$ cat src/sv/scbpa_pkg.sv
// package for the size class block pool allocator
// payload structs, status and operation codes, config register map, rounding helpers
// no dependencies
`timescale 1ns / 1ps

package scbpa_pkg;

  localparam int unsigned NUM_CLASSES         = 4;
  localparam int unsigned BLOCKS_PER_CLASS    = 16;
  // both alignments are powers of two, rounding is an add and a mask
  localparam int unsigned REQUEST_ALIGN_BYTES = 8;
  localparam int unsigned CLASS_ALIGN_BYTES   = 8;

  localparam int unsigned CLASS_W      = 2;
  localparam int unsigned SLOT_W       = 4;
  localparam int unsigned CNT_W        = 5;
  localparam int unsigned BYTES_W      = 16;
  localparam int unsigned USED_W       = 24;
  localparam int unsigned TOTAL_W      = 32;
  localparam int unsigned ADDR_W       = CLASS_W + SLOT_W;
  localparam int unsigned NUM_BLOCKS   = NUM_CLASSES * BLOCKS_PER_CLASS;
  localparam int unsigned CFG_IDX_W    = 3;
  localparam int unsigned CFG_DATA_W   = 16;

  localparam logic [BYTES_W-1:0] CLASS_BYTES_RST [NUM_CLASSES] =
    '{16'd64, 16'd256, 16'd1024, 16'd4096};
  localparam logic [CNT_W-1:0] CLASS_COUNT_RST [NUM_CLASSES] =
    '{5'd16, 5'd8, 5'd4, 5'd2};

  typedef enum logic [1:0] {
    OP_ALLOC,
    OP_FREE,
    OP_INIT,
    OP_SHUTDOWN
  } op_e;

  typedef enum logic [2:0] {
    ST_OK,
    ST_ZERO_SIZE,
    ST_NO_BLOCK,
    ST_BAD_FREE,
    ST_INIT_ERR,
    ST_ALREADY_INIT,
    ST_NOT_INIT,
    ST_RSVD
  } status_e;

  typedef enum logic [CFG_IDX_W-1:0] {
    REG_C0_BYTES,
    REG_C1_BYTES,
    REG_C2_BYTES,
    REG_C3_BYTES,
    REG_C0_COUNT,
    REG_C1_COUNT,
    REG_C2_COUNT,
    REG_C3_COUNT
  } cfg_reg_e;

  typedef enum logic {
    CS_IDLE,
    CS_RESP
  } ctrl_state_e;

  typedef struct packed {
    op_e                operation;
    logic [BYTES_W-1:0] request_bytes;
    logic [CLASS_W-1:0] handle_class;
    logic [SLOT_W-1:0]  handle_slot;
  } in_item_t;

  typedef struct packed {
    status_e            status;
    logic [CLASS_W-1:0] granted_class;
    logic [SLOT_W-1:0]  granted_slot;
    logic [BYTES_W-1:0] granted_bytes;
    logic [CNT_W-1:0]   class_free_blocks;
    logic [USED_W-1:0]  bytes_in_use;
    logic [USED_W-1:0]  peak_bytes_in_use;
    logic [TOTAL_W-1:0] bytes_allocated_total;
  } out_item_t;

  typedef struct packed {
    logic exec;  // input transfer, run the operation
    logic load;  // move the pending result into the output register
  } ctrl_cmd_t;

  // round up to the class alignment, one extra bit shows overflow
  function automatic logic [BYTES_W:0] round_class(input logic [BYTES_W-1:0] v);
    logic [BYTES_W:0] s;
    s = {1'b0, v} + (BYTES_W+1)'(CLASS_ALIGN_BYTES - 1);
    return s & ~((BYTES_W+1)'(CLASS_ALIGN_BYTES - 1));
  endfunction

  function automatic logic [BYTES_W:0] round_req(input logic [BYTES_W-1:0] v);
    logic [BYTES_W:0] s;
    s = {1'b0, v} + (BYTES_W+1)'(REQUEST_ALIGN_BYTES - 1);
    return s & ~((BYTES_W+1)'(REQUEST_ALIGN_BYTES - 1));
  endfunction

endpackage

$ cat src/sv/scbpa_ctrl.sv
// controller for the size class block pool allocator
// two state machine that runs the handshakes and drives datapath commands
// depends on scbpa_pkg
`timescale 1ns / 1ps

module scbpa_ctrl (
  input  logic                 clk_i,
  input  logic                 rst_ni,
  input  logic                 in_valid_i,
  output logic                 in_stall_o,
  output logic                 out_valid_o,
  input  logic                 out_stall_i,
  output scbpa_pkg::ctrl_cmd_t cmd_o
);
  import scbpa_pkg::*;

  ctrl_state_e state_q, state_d;
  logic        out_valid_q, out_valid_d;
  logic        out_free;

  assign out_free = !out_valid_q || !out_stall_i;

  always_comb begin
    state_d = state_q;
    unique case (state_q)
      CS_IDLE: begin
        if (in_valid_i) state_d = CS_RESP;
      end
      CS_RESP: begin
        if (out_free) state_d = CS_IDLE;
      end
      default: state_d = CS_IDLE;
    endcase
  end

  always_comb begin
    in_stall_o  = (state_q != CS_IDLE);
    cmd_o.exec  = (state_q == CS_IDLE) && in_valid_i;
    cmd_o.load  = (state_q == CS_RESP) && out_free;
    out_valid_d = cmd_o.load || (out_valid_q && out_stall_i);
  end

  always_ff @(posedge clk_i or negedge rst_ni) begin
    if (!rst_ni) begin
      state_q     <= CS_IDLE;
      out_valid_q <= 1'b0;
    end else begin
      state_q     <= state_d;
      out_valid_q <= out_valid_d;
    end
  end

  assign out_valid_o = out_valid_q;

endmodule

$ cat src/sv/scbpa_dp.sv
// datapath for the size class block pool allocator
// config registers, class state, free stack memory, counters and output register
// depends on scbpa_pkg
`timescale 1ns / 1ps

module scbpa_dp (
  input  logic                                clk_i,
  input  logic                                rst_ni,
  input  logic                                cfg_we_i,
  input  logic [scbpa_pkg::CFG_IDX_W-1:0]     cfg_idx_i,
  input  logic [scbpa_pkg::CFG_DATA_W-1:0]    cfg_wdata_i,
  input  scbpa_pkg::ctrl_cmd_t                cmd_i,
  input  scbpa_pkg::in_item_t                 in_data_i,
  output scbpa_pkg::out_item_t                out_data_o
);
  import scbpa_pkg::*;

  typedef struct packed {
    status_e            status;
    logic [CLASS_W-1:0] gclass;
    logic [BYTES_W-1:0] gbytes;
    logic [CNT_W-1:0]   cls_free;
    logic               granted;
    logic               from_mem;
    logic [SLOT_W-1:0]  init_slot;
  } pend_t;

  // config registers
  logic [BYTES_W-1:0] cfg_bytes_q [NUM_CLASSES];
  logic [CNT_W-1:0]   cfg_count_q [NUM_CLASSES];

  // class state
  logic [BYTES_W-1:0]      cb_q [NUM_CLASSES];
  logic [BYTES_W-1:0]      cb_d [NUM_CLASSES];
  logic [CNT_W-1:0]        fc_q [NUM_CLASSES];
  logic [CNT_W-1:0]        fc_d [NUM_CLASSES];
  logic [CNT_W-1:0]        lw_q [NUM_CLASSES];
  logic [CNT_W-1:0]        lw_d [NUM_CLASSES];
  logic [NUM_BLOCKS-1:0]   alloc_q, alloc_d;
  logic [USED_W-1:0]       used_q, used_d;
  logic [USED_W-1:0]       peak_q, peak_d;
  logic [TOTAL_W-1:0]      life_q, life_d;
  logic                    ready_q, ready_d;

  // free stack memory
  logic [SLOT_W-1:0] mem [NUM_BLOCKS];
  logic [SLOT_W-1:0] rd_q;
  logic              mem_we, mem_re;
  logic [ADDR_W-1:0] mem_waddr, mem_raddr;

  pend_t     pend_q, pend_d;
  out_item_t out_q;

  // init values from config
  logic [BYTES_W:0]        rnd_c   [NUM_CLASSES];
  logic [BYTES_W-1:0]      init_cb [NUM_CLASSES];
  logic [NUM_CLASSES-1:0]  init_ok_c;
  logic                    init_ok;

  // state seen by an item: own state, or fresh init values for a lazy init
  logic [BYTES_W-1:0]      base_cb [NUM_CLASSES];
  logic [CNT_W-1:0]        base_fc [NUM_CLASSES];
  logic [CNT_W-1:0]        base_lw [NUM_CLASSES];
  logic [NUM_BLOCKS-1:0]   base_alloc;
  logic [USED_W-1:0]       base_used, base_peak;
  logic [TOTAL_W-1:0]      base_life;

  // allocate path
  logic [BYTES_W:0]       want;
  logic [NUM_CLASSES-1:0] fit;
  logic [CLASS_W-1:0]     pick;
  logic [CNT_W-1:0]       pop_idx;
  logic                   pop_init;
  logic [BYTES_W-1:0]     grant;
  logic [TOTAL_W:0]       life_sum;
  logic [USED_W:0]        used_sum;
  logic [TOTAL_W-1:0]     life_new;
  logic [USED_W-1:0]      used_new, peak_new;

  // free path
  logic [ADDR_W-1:0]  hidx;
  logic               free_ok;
  logic [USED_W-1:0]  free_sz, used_free;

  logic [SLOT_W-1:0]  slot_sel;

  always_ff @(posedge clk_i or negedge rst_ni) begin
    if (!rst_ni) begin
      for (int c = 0; c < NUM_CLASSES; c++) begin
        cfg_bytes_q[c] <= CLASS_BYTES_RST[c];
        cfg_count_q[c] <= CLASS_COUNT_RST[c];
      end
    end else if (cfg_we_i) begin
      unique case (cfg_reg_e'(cfg_idx_i))
        REG_C0_BYTES: cfg_bytes_q[0] <= cfg_wdata_i[BYTES_W-1:0];
        REG_C1_BYTES: cfg_bytes_q[1] <= cfg_wdata_i[BYTES_W-1:0];
        REG_C2_BYTES: cfg_bytes_q[2] <= cfg_wdata_i[BYTES_W-1:0];
        REG_C3_BYTES: cfg_bytes_q[3] <= cfg_wdata_i[BYTES_W-1:0];
        REG_C0_COUNT: cfg_count_q[0] <= cfg_wdata_i[CNT_W-1:0];
        REG_C1_COUNT: cfg_count_q[1] <= cfg_wdata_i[CNT_W-1:0];
        REG_C2_COUNT: cfg_count_q[2] <= cfg_wdata_i[CNT_W-1:0];
        REG_C3_COUNT: cfg_count_q[3] <= cfg_wdata_i[CNT_W-1:0];
        default: ;
      endcase
    end
  end

  always_comb begin
    for (int c = 0; c < NUM_CLASSES; c++) begin
      rnd_c[c]     = round_class(cfg_bytes_q[c]);
      init_cb[c]   = rnd_c[c][BYTES_W-1:0];
      init_ok_c[c] = (cfg_bytes_q[c] != '0) && (cfg_count_q[c] != '0) &&
                     (cfg_count_q[c] <= CNT_W'(BLOCKS_PER_CLASS)) && !rnd_c[c][BYTES_W];
    end
    init_ok = &init_ok_c;
  end

  always_comb begin
    for (int c = 0; c < NUM_CLASSES; c++) begin
      base_cb[c] = ready_q ? cb_q[c] : init_cb[c];
      base_fc[c] = ready_q ? fc_q[c] : cfg_count_q[c];
      base_lw[c] = ready_q ? lw_q[c] : cfg_count_q[c];
    end
    base_alloc = ready_q ? alloc_q : '0;
    base_used  = ready_q ? used_q  : '0;
    base_peak  = ready_q ? peak_q  : '0;
    base_life  = ready_q ? life_q  : '0;
  end

  // first fitting class in index order, then pop its stack top
  always_comb begin
    want = round_req(in_data_i.request_bytes);
    for (int c = 0; c < NUM_CLASSES; c++) begin
      fit[c] = ({1'b0, base_cb[c]} >= want) && (base_fc[c] != '0);
    end
    pick = '0;
    for (int c = NUM_CLASSES - 1; c >= 0; c--) begin
      if (fit[c]) pick = CLASS_W'(c);
    end
    pop_idx  = base_fc[pick] - CNT_W'(1);
    // entries below the low-water mark still hold their init value
    pop_init = (pop_idx < base_lw[pick]);
    grant    = base_cb[pick];
    life_sum = {1'b0, base_life} + (TOTAL_W+1)'(grant);
    used_sum = {1'b0, base_used} + (USED_W+1)'(grant);
    life_new = life_sum[TOTAL_W] ? '1 : life_sum[TOTAL_W-1:0];
    used_new = used_sum[USED_W] ? '1 : used_sum[USED_W-1:0];
    peak_new = (used_new > base_peak) ? used_new : base_peak;
  end

  always_comb begin
    hidx      = {in_data_i.handle_class, in_data_i.handle_slot};
    free_ok   = (32'(in_data_i.handle_class) < NUM_CLASSES) &&
                (32'(in_data_i.handle_slot) < BLOCKS_PER_CLASS) &&
                alloc_q[hidx] &&
                (fc_q[in_data_i.handle_class] < CNT_W'(BLOCKS_PER_CLASS));
    free_sz   = USED_W'(cb_q[in_data_i.handle_class]);
    used_free = (used_q >= free_sz) ? (used_q - free_sz) : '0;
  end

  assign slot_sel = pend_q.from_mem ? rd_q : pend_q.init_slot;

  always_comb begin
    cb_d      = cb_q;
    fc_d      = fc_q;
    lw_d      = lw_q;
    alloc_d   = alloc_q;
    used_d    = used_q;
    peak_d    = peak_q;
    life_d    = life_q;
    ready_d   = ready_q;
    pend_d    = pend_q;
    mem_we    = 1'b0;
    mem_re    = 1'b0;
    mem_waddr = {in_data_i.handle_class, fc_q[in_data_i.handle_class][SLOT_W-1:0]};
    mem_raddr = {pick, pop_idx[SLOT_W-1:0]};

    if (cmd_i.exec) begin
      pend_d = '0;
      pend_d.status = ST_OK;
      unique case (in_data_i.operation)
        OP_ALLOC: begin
          if (!ready_q && !init_ok) begin
            pend_d.status = ST_INIT_ERR;
          end else begin
            // a lazy init commits even when the allocate then fails
            cb_d    = base_cb;
            fc_d    = base_fc;
            lw_d    = base_lw;
            alloc_d = base_alloc;
            used_d  = base_used;
            peak_d  = base_peak;
            life_d  = base_life;
            ready_d = 1'b1;
            if (in_data_i.request_bytes == '0) begin
              pend_d.status = ST_ZERO_SIZE;
            end else if (!(|fit)) begin
              pend_d.status = ST_NO_BLOCK;
            end else begin
              fc_d[pick]       = pop_idx;
              used_d           = used_new;
              peak_d           = peak_new;
              life_d           = life_new;
              pend_d.gclass    = pick;
              pend_d.gbytes    = grant;
              pend_d.cls_free  = pop_idx;
              pend_d.granted   = 1'b1;
              pend_d.from_mem  = !pop_init;
              pend_d.init_slot = pop_idx[SLOT_W-1:0];
              mem_re           = !pop_init;
              if (pop_init) lw_d[pick] = pop_idx;
            end
          end
        end
        OP_FREE: begin
          if (!ready_q) begin
            pend_d.status = ST_NOT_INIT;
          end else if (!free_ok) begin
            pend_d.status = ST_BAD_FREE;
          end else begin
            alloc_d[hidx]                   = 1'b0;
            mem_we                          = 1'b1;
            fc_d[in_data_i.handle_class]    = fc_q[in_data_i.handle_class] + CNT_W'(1);
            used_d                          = used_free;
            pend_d.cls_free                 = fc_q[in_data_i.handle_class] + CNT_W'(1);
          end
        end
        OP_INIT: begin
          if (ready_q) begin
            pend_d.status = ST_ALREADY_INIT;
          end else if (!init_ok) begin
            pend_d.status = ST_INIT_ERR;
          end else begin
            cb_d    = base_cb;
            fc_d    = base_fc;
            lw_d    = base_lw;
            alloc_d = '0;
            used_d  = '0;
            peak_d  = '0;
            life_d  = '0;
            ready_d = 1'b1;
          end
        end
        OP_SHUTDOWN: begin
          if (!ready_q) begin
            pend_d.status = ST_NOT_INIT;
          end else begin
            for (int c = 0; c < NUM_CLASSES; c++) begin
              cb_d[c] = '0;
              fc_d[c] = '0;
              lw_d[c] = '0;
            end
            alloc_d = '0;
            used_d  = '0;
            peak_d  = '0;
            life_d  = '0;
            ready_d = 1'b0;
          end
        end
        default: ;
      endcase
    end else if (cmd_i.load && pend_q.granted) begin
      // the popped slot is known only once the stack read returns
      alloc_d[{pend_q.gclass, slot_sel}] = 1'b1;
    end
  end

  always_ff @(posedge clk_i or negedge rst_ni) begin
    if (!rst_ni) begin
      for (int c = 0; c < NUM_CLASSES; c++) begin
        cb_q[c] <= '0;
        fc_q[c] <= '0;
        lw_q[c] <= '0;
      end
      alloc_q <= '0;
      used_q  <= '0;
      peak_q  <= '0;
      life_q  <= '0;
      ready_q <= 1'b0;
    end else begin
      cb_q    <= cb_d;
      fc_q    <= fc_d;
      lw_q    <= lw_d;
      alloc_q <= alloc_d;
      used_q  <= used_d;
      peak_q  <= peak_d;
      life_q  <= life_d;
      ready_q <= ready_d;
    end
  end

  always_ff @(posedge clk_i) begin
    if (mem_we) mem[mem_waddr] <= in_data_i.handle_slot;
    if (mem_re) rd_q <= mem[mem_raddr];
  end

  always_ff @(posedge clk_i) begin
    pend_q <= pend_d;
    if (cmd_i.load) begin
      out_q.status                <= pend_q.status;
      out_q.granted_class         <= pend_q.gclass;
      out_q.granted_slot          <= pend_q.granted ? slot_sel : '0;
      out_q.granted_bytes         <= pend_q.gbytes;
      out_q.class_free_blocks     <= pend_q.cls_free;
      out_q.bytes_in_use          <= used_q;
      out_q.peak_bytes_in_use     <= peak_q;
      out_q.bytes_allocated_total <= life_q;
    end
  end

  assign out_data_o = out_q;

endmodule

$ cat src/sv/size_class_block_pool_allocator.sv
// Size class block pool allocator: four classes of fixed-size blocks, each a LIFO free stack
// whose first pop after init yields the highest slot. Operations are allocate, free, init
// and shut down; each input transfer produces exactly one result transfer. In the idle
// state the accept cycle runs the operation and issues the free stack read; the response
// state then loads the output register once it is empty or being taken. The load waits
// for the response state because the stack read for a pop is registered. A new
// item is accepted while a result still waits in the output register. There is no clearing
// pass after reset: a per-class low-water mark tells which stack entries still hold their
// init value, so init and shut down take effect at once. Config registers 0..3 hold the
// block bytes of classes 0..3, registers 4..7 their block counts; write them only while idle.
// depends on scbpa_pkg, scbpa_ctrl, scbpa_dp
`timescale 1ns / 1ps

module size_class_block_pool_allocator (
  input  logic                             clk_i,
  input  logic                             rst_ni,
  // input channel
  input  logic                             in_valid_i,
  output logic                             in_stall_o,
  input  scbpa_pkg::in_item_t              in_data_i,
  // result channel
  output logic                             out_valid_o,
  input  logic                             out_stall_i,
  output scbpa_pkg::out_item_t             out_data_o,
  // config write port
  input  logic                             cfg_we_i,
  input  logic [scbpa_pkg::CFG_IDX_W-1:0]  cfg_idx_i,
  input  logic [scbpa_pkg::CFG_DATA_W-1:0] cfg_wdata_i
);
  import scbpa_pkg::*;

  // commands from the controller: exec on an input transfer, load into the output register
  ctrl_cmd_t cmd;

  // handshake control and sequencing
  scbpa_ctrl u_ctrl (
    .clk_i       (clk_i),
    .rst_ni      (rst_ni),
    .in_valid_i  (in_valid_i),
    .in_stall_o  (in_stall_o),
    .out_valid_o (out_valid_o),
    .out_stall_i (out_stall_i),
    .cmd_o       (cmd)
  );

  // pool state, free stacks, counters and output payload
  scbpa_dp u_dp (
    .clk_i       (clk_i),
    .rst_ni      (rst_ni),
    .cfg_we_i    (cfg_we_i),
    .cfg_idx_i   (cfg_idx_i),
    .cfg_wdata_i (cfg_wdata_i),
    .cmd_i       (cmd),
    .in_data_i   (in_data_i),
    .out_data_o  (out_data_o)
  );

endmodule

$ cat config.mk
export PLATFORM = sky130hd
export DESIGN_NAME = size_class_block_pool_allocator
export DESIGN_NICKNAME = d
export VERILOG_FILES = /design/src/sv/scbpa_pkg.sv /design/src/sv/scbpa_ctrl.sv /design/src/sv/scbpa_dp.sv /design/src/sv/size_class_block_pool_allocator.sv
export SDC_FILE = /design/constraint.sdc
export NUM_CORES = 2
export LEC_CHECK = 0
export ABC_AREA = 1
export BUFFER_PORTS_ARGS = -buffer_cell sky130_fd_sc_hd__buf_4
export CORE_UTILIZATION = 45
export DETAILED_ROUTE_END_ITERATION = 8
export PLACE_DENSITY = 0.68
export SYNTH_ARGS = -nofsm -noshare
export SYNTH_HDL_FRONTEND = slang
export SYNTH_SLANG_ARGS = --single-unit
export TNS_END_PERCENT = 50
$ cat constraint.sdc
create_clock -name clk_i -period 12.85 [get_ports clk_i]
set_clock_uncertainty 0.2 [all_clocks]
set_input_delay 1.9275 -clock clk_i [delete_from_list [all_inputs] [get_ports clk_i]]
set_output_delay 1.9275 -clock clk_i [all_outputs]
set_load 0.05 [all_outputs]
==> summary.md <==
| Metric | Value |
|---|---|
| Unrepaired setup endpoints after global routing | `no` |
| Buffer depth of the longest clock path | `3` |
| Dpl cells | `6403` |
| Port Buf Inserts | `159` |
| Cts bufs inserted | `79` |
| Max-slew violations | `0` |
| Count of routing violations after the opening detailed-route iteration | `4082` |
| Required @ worst endpoint | `13200 ps` |
| Placer congestion estimate | `0.983` |
| RR Startpoint | `u_dp.cfg_bytes_q[0]` |
| Number of global-route vias before repair | `34200` |
| Final cycle utilization of the critical path | `82.4%` |
| Transition time at the pin with the least slew margin | `1210 ps` |
| Area of the core region | `93200 sq um` |
| Classification of the worst-slack hold path | `register to register` |
| Net count after synthesis | `5368` |
| Total number of nets in the final design | `5410` |
| Design Area, Final | `47100 sq um` |
| Remaining DRCs | `0` |
| Sum of overflow across all layers after global routing | `0` |
| Cts hold-fix bufs | `0` |
| Pre-Repair DR Iteration Count | `8` |
| R2R depth | `52` |
| Max-cap violation count | `0` |
| Critical Path Sink Type | `register` |
| Vias per inst | `5.69` |
| Share of cells above drive strength 1 | `7.80%` |
| Worst path slowest cell | `sky130_fd_sc_hd__clkinv_1` |
| FF+latch count, synth | `737` |
| Critical path start-end classification | `primary input to register` |
| Fill cell instance count of the final layout | `8786` |
| Slowest stage delay, CP | `640 ps` |
| Number of warning messages in the yosys log | `0` |
| Detail Route Antenna Nets | `0` |
| R2R setup slack | `2440 ps` |
| Overall die width | `309 um` |
| Syn Inst Count | `5188` |
| F_max | `94.4 MHz` |
| Summed instance area of the synthesized netlist | `42300 sq um` |
| Number of rows created at floorplan | `112` |
| Cts repair resizes | `0` |
| Height of the die | `309 um` |
| Dpl cell area | `44400 sq um` |
| Number of clock sinks | `737` |
| Total setup violations reported at the end of the flow | `0` |
| Worst Path Max Fanout | `20` |
| Worst-path clk slew | `60 ps` |
| Share of synthesized area occupied by flip-flops and latches | `48.4%` |
| Run status | `finished clean` |
| Initial antenna violation count | `3` |
| Remaining max-slew budget at the tightest pin | `19.1%` |
| Setup TNS Final | `0 ps` |
| Insertion delay to the later sink of the worst-skew pair | `680 ps` |
| Clock root buffer | `sky130_fd_sc_hd__clkbuf_16` |
| Type of element launching the critical path | `primary input` |
| Io pins | `160` |
| Clock tree from TritonCTS | `done` |
| Number of H-tree branching levels | `3` |
| Startpoint of the worst setup timing path | `in_data_i[11]` |
| Aggregate routed wire length | `132000 um` |
| Number of failing hold endpoints at the final stage | `0` |
| Synthesis-to-layout area growth | `11.2%` |
| Die Outline Area | `95200 sq um` |
| Capture point of the critical path | `u_dp.peak_q[15]` |
| Mean Syn Cell Area | `8.15 sq um` |
| Maximum number of pins on one net before global-route repair | `146` |
| Distinct cell type count after synthesis | `64` |
| Routed via count | `37300` |
| Number of setup buffers added after CTS | `0` |
| Cell occurring most often along the worst timing path | `sky130_fd_sc_hd__nand2_1` |
| Initial core utilization | `45.4%` |
| Wire length of the first global-routing pass | `203000 um` |
| Critical path arrival | `10940 ps` |
| Mean routed wirelength per cell | `20.2 um` |
| Minimum period implied by the final worst setup slack | `10590 ps` |
| Number of standard cells in the layout, taps in and fillers out | `6551` |
| Reg2reg end | `u_dp.peak_q[15]` |
| Global Route Usage Sum | `27.5%` |
| Placed wire-length estimate | `90500 um` |
==> area by class of cell <==
type	instances	area (sq um)	share of cell area, %
diodes	2	5.00	0.0106
clock buffers	102	2130	4.54
clock inverters	44	524	1.11
inverters	618	2320	4.93
multi-input cells	3588	18500	39.2
flip-flops and latches	737	20500	43.5
well taps	1254	1570	3.33
repair buffers	206	1570	3.33
==> registers in the layout, indices dropped and copies added (netlist names), 20 cells and up <==
| signal | flops |
|---|---|
| u_dp.alloc_q | 64 |
| u_dp.cb_q | 64 |
| u_dp.cfg_bytes_q | 64 |
| u_dp.cfg_count_q | 20 |
| u_dp.fc_q | 20 |
| u_dp.life_q | 32 |
| u_dp.lw_q | 20 |
| u_dp.mem | 256 |
| u_dp.out_data_o | 110 |
| u_dp.peak_q | 24 |
| u_dp.pend_q | 32 |
| u_dp.used_q | 24 |
==> cell usage in the layout (no fill, tap or decap), types with 80 or more instances in the layout <==
| cell | count |
|---|---|
| sky130_fd_sc_hd__buf_4 | 204 |
| sky130_fd_sc_hd__nor2_1 | 559 |
| sky130_fd_sc_hd__ha_1 | 128 |
| sky130_fd_sc_hd__a21oi_1 | 269 |
| sky130_fd_sc_hd__nand3b_1 | 98 |
| sky130_fd_sc_hd__dfrtp_1 | 326 |
| sky130_fd_sc_hd__nand2_1 | 1058 |
| sky130_fd_sc_hd__nand3_1 | 476 |
| sky130_fd_sc_hd__edfxtp_1 | 402 |
| sky130_fd_sc_hd__o21ai_0 | 437 |
| sky130_fd_sc_hd__clkbuf_16 | 80 |
| sky130_fd_sc_hd__inv_1 | 599 |
==> through the flow <==
stage	hold WS, ps	utilization, %	setup slack [ps]
final	218	50.5	2260
after detailed placement	205	47.6	1760
after global routing	222	50.5	1300
after global placement	203	47.6	2030
after floorplan	200	-	4210
after CTS	219	50.5	2420
==> synth_stat cells (all sizes together) <==
library cell	count	area, sq um
a211oi	5	42.5
clkbuf	108	407
o221ai	5	43.8
nand3b	98	736
ha	129	1610
nand2	1073	4090
o2bb2ai	1	8.76
a2bb2oi	1	15.0
edfxtp	402	12100
a221oi	27	236
nand4	48	313
and3	1	6.26
o31ai	11	82.6
o2111ai	1	8.76
nor4	28	175
o21a	4	30.0
xnor2	20	175
o21ai	461	2310
inv	611	2290
nor4b	1	8.76
and2	2	12.5
nand3	482	2470
o211ai	23	173
clkinv	7	26.3
a21boi	17	128
o21bai	11	82.6
buf	137	724
a22o	18	158
dfrtp	327	8180
a21o	2	15.0
a31oi	78	494
o311ai	2	17.5
nor2	570	2180
or2	23	144
a21oi	280	1440
xor2	38	333
a22oi	33	248
dfstp	8	210
fa	3	60.1
nor3	37	190
o22ai	52	325
a32o	1	10.0
o22a	2	17.5
==> worst max-delay path: cells and delay by family <==
family          cells  cell delay [ps]
simple gates       34             5210
compound gates      3             1000
fa+ha+maj           3             1040
xor+xnor            1              470
buf+inv             6             1250
==> per-layer routing <==
| layer | global-route usage [%] | up-vias | share of wire, % |
|---|---|---|---|
| met4 | 9.46 | 4 | 3.2 |
| met1 | 39.1 | 17600 | 43 |
| li1 | - | 17700 | - |
| met2 | 41.8 | 1733 | 44 |
| met3 | 5.35 | 255 | 9.3 |
| met5 | 0.303 | - | 0.041 |
==> kinds of logic (layout without fill, tap and decap cells) <==
family / after synthesis / after routing / share of synthesized area (%)
flip-flops: 737 / 737 / 48.4
other: 0 / 2 / 0
buffers and inverters: 863 / 970 / 8.16
AO/OA/AOI/OAI: 1035 / 1035 / 13.9
adder cells (fa/ha/maj): 132 / 132 / 3.96
XOR/XNOR: 58 / 58 / 1.20
AND/OR/NAND/NOR: 2363 / 2363 / 24.4
==> worst min path at each step <==
stage	start	cells past startpoint	slack, ps	to
final	u_dp.pend_q[6]	0	220	u_dp.out_data_o[80]
after global routing	u_dp.pend_q[6]	0	220	u_dp.out_data_o[80]
after CTS	u_dp.pend_q[9]	0	220	u_dp.out_data_o[83]
after detailed placement	u_dp.pend_q[11]	0	200	u_dp.out_data_o[85]
after global placement	u_dp.pend_q[16]	0	200	u_dp.out_data_o[90]
after floorplan	u_dp.pend_q[26]	0	200	u_dp.out_data_o[100]
Power is left out: the tool's default activity adds up to more than one toggle a clock period on the data nets, which glitch-free logic cannot reach.
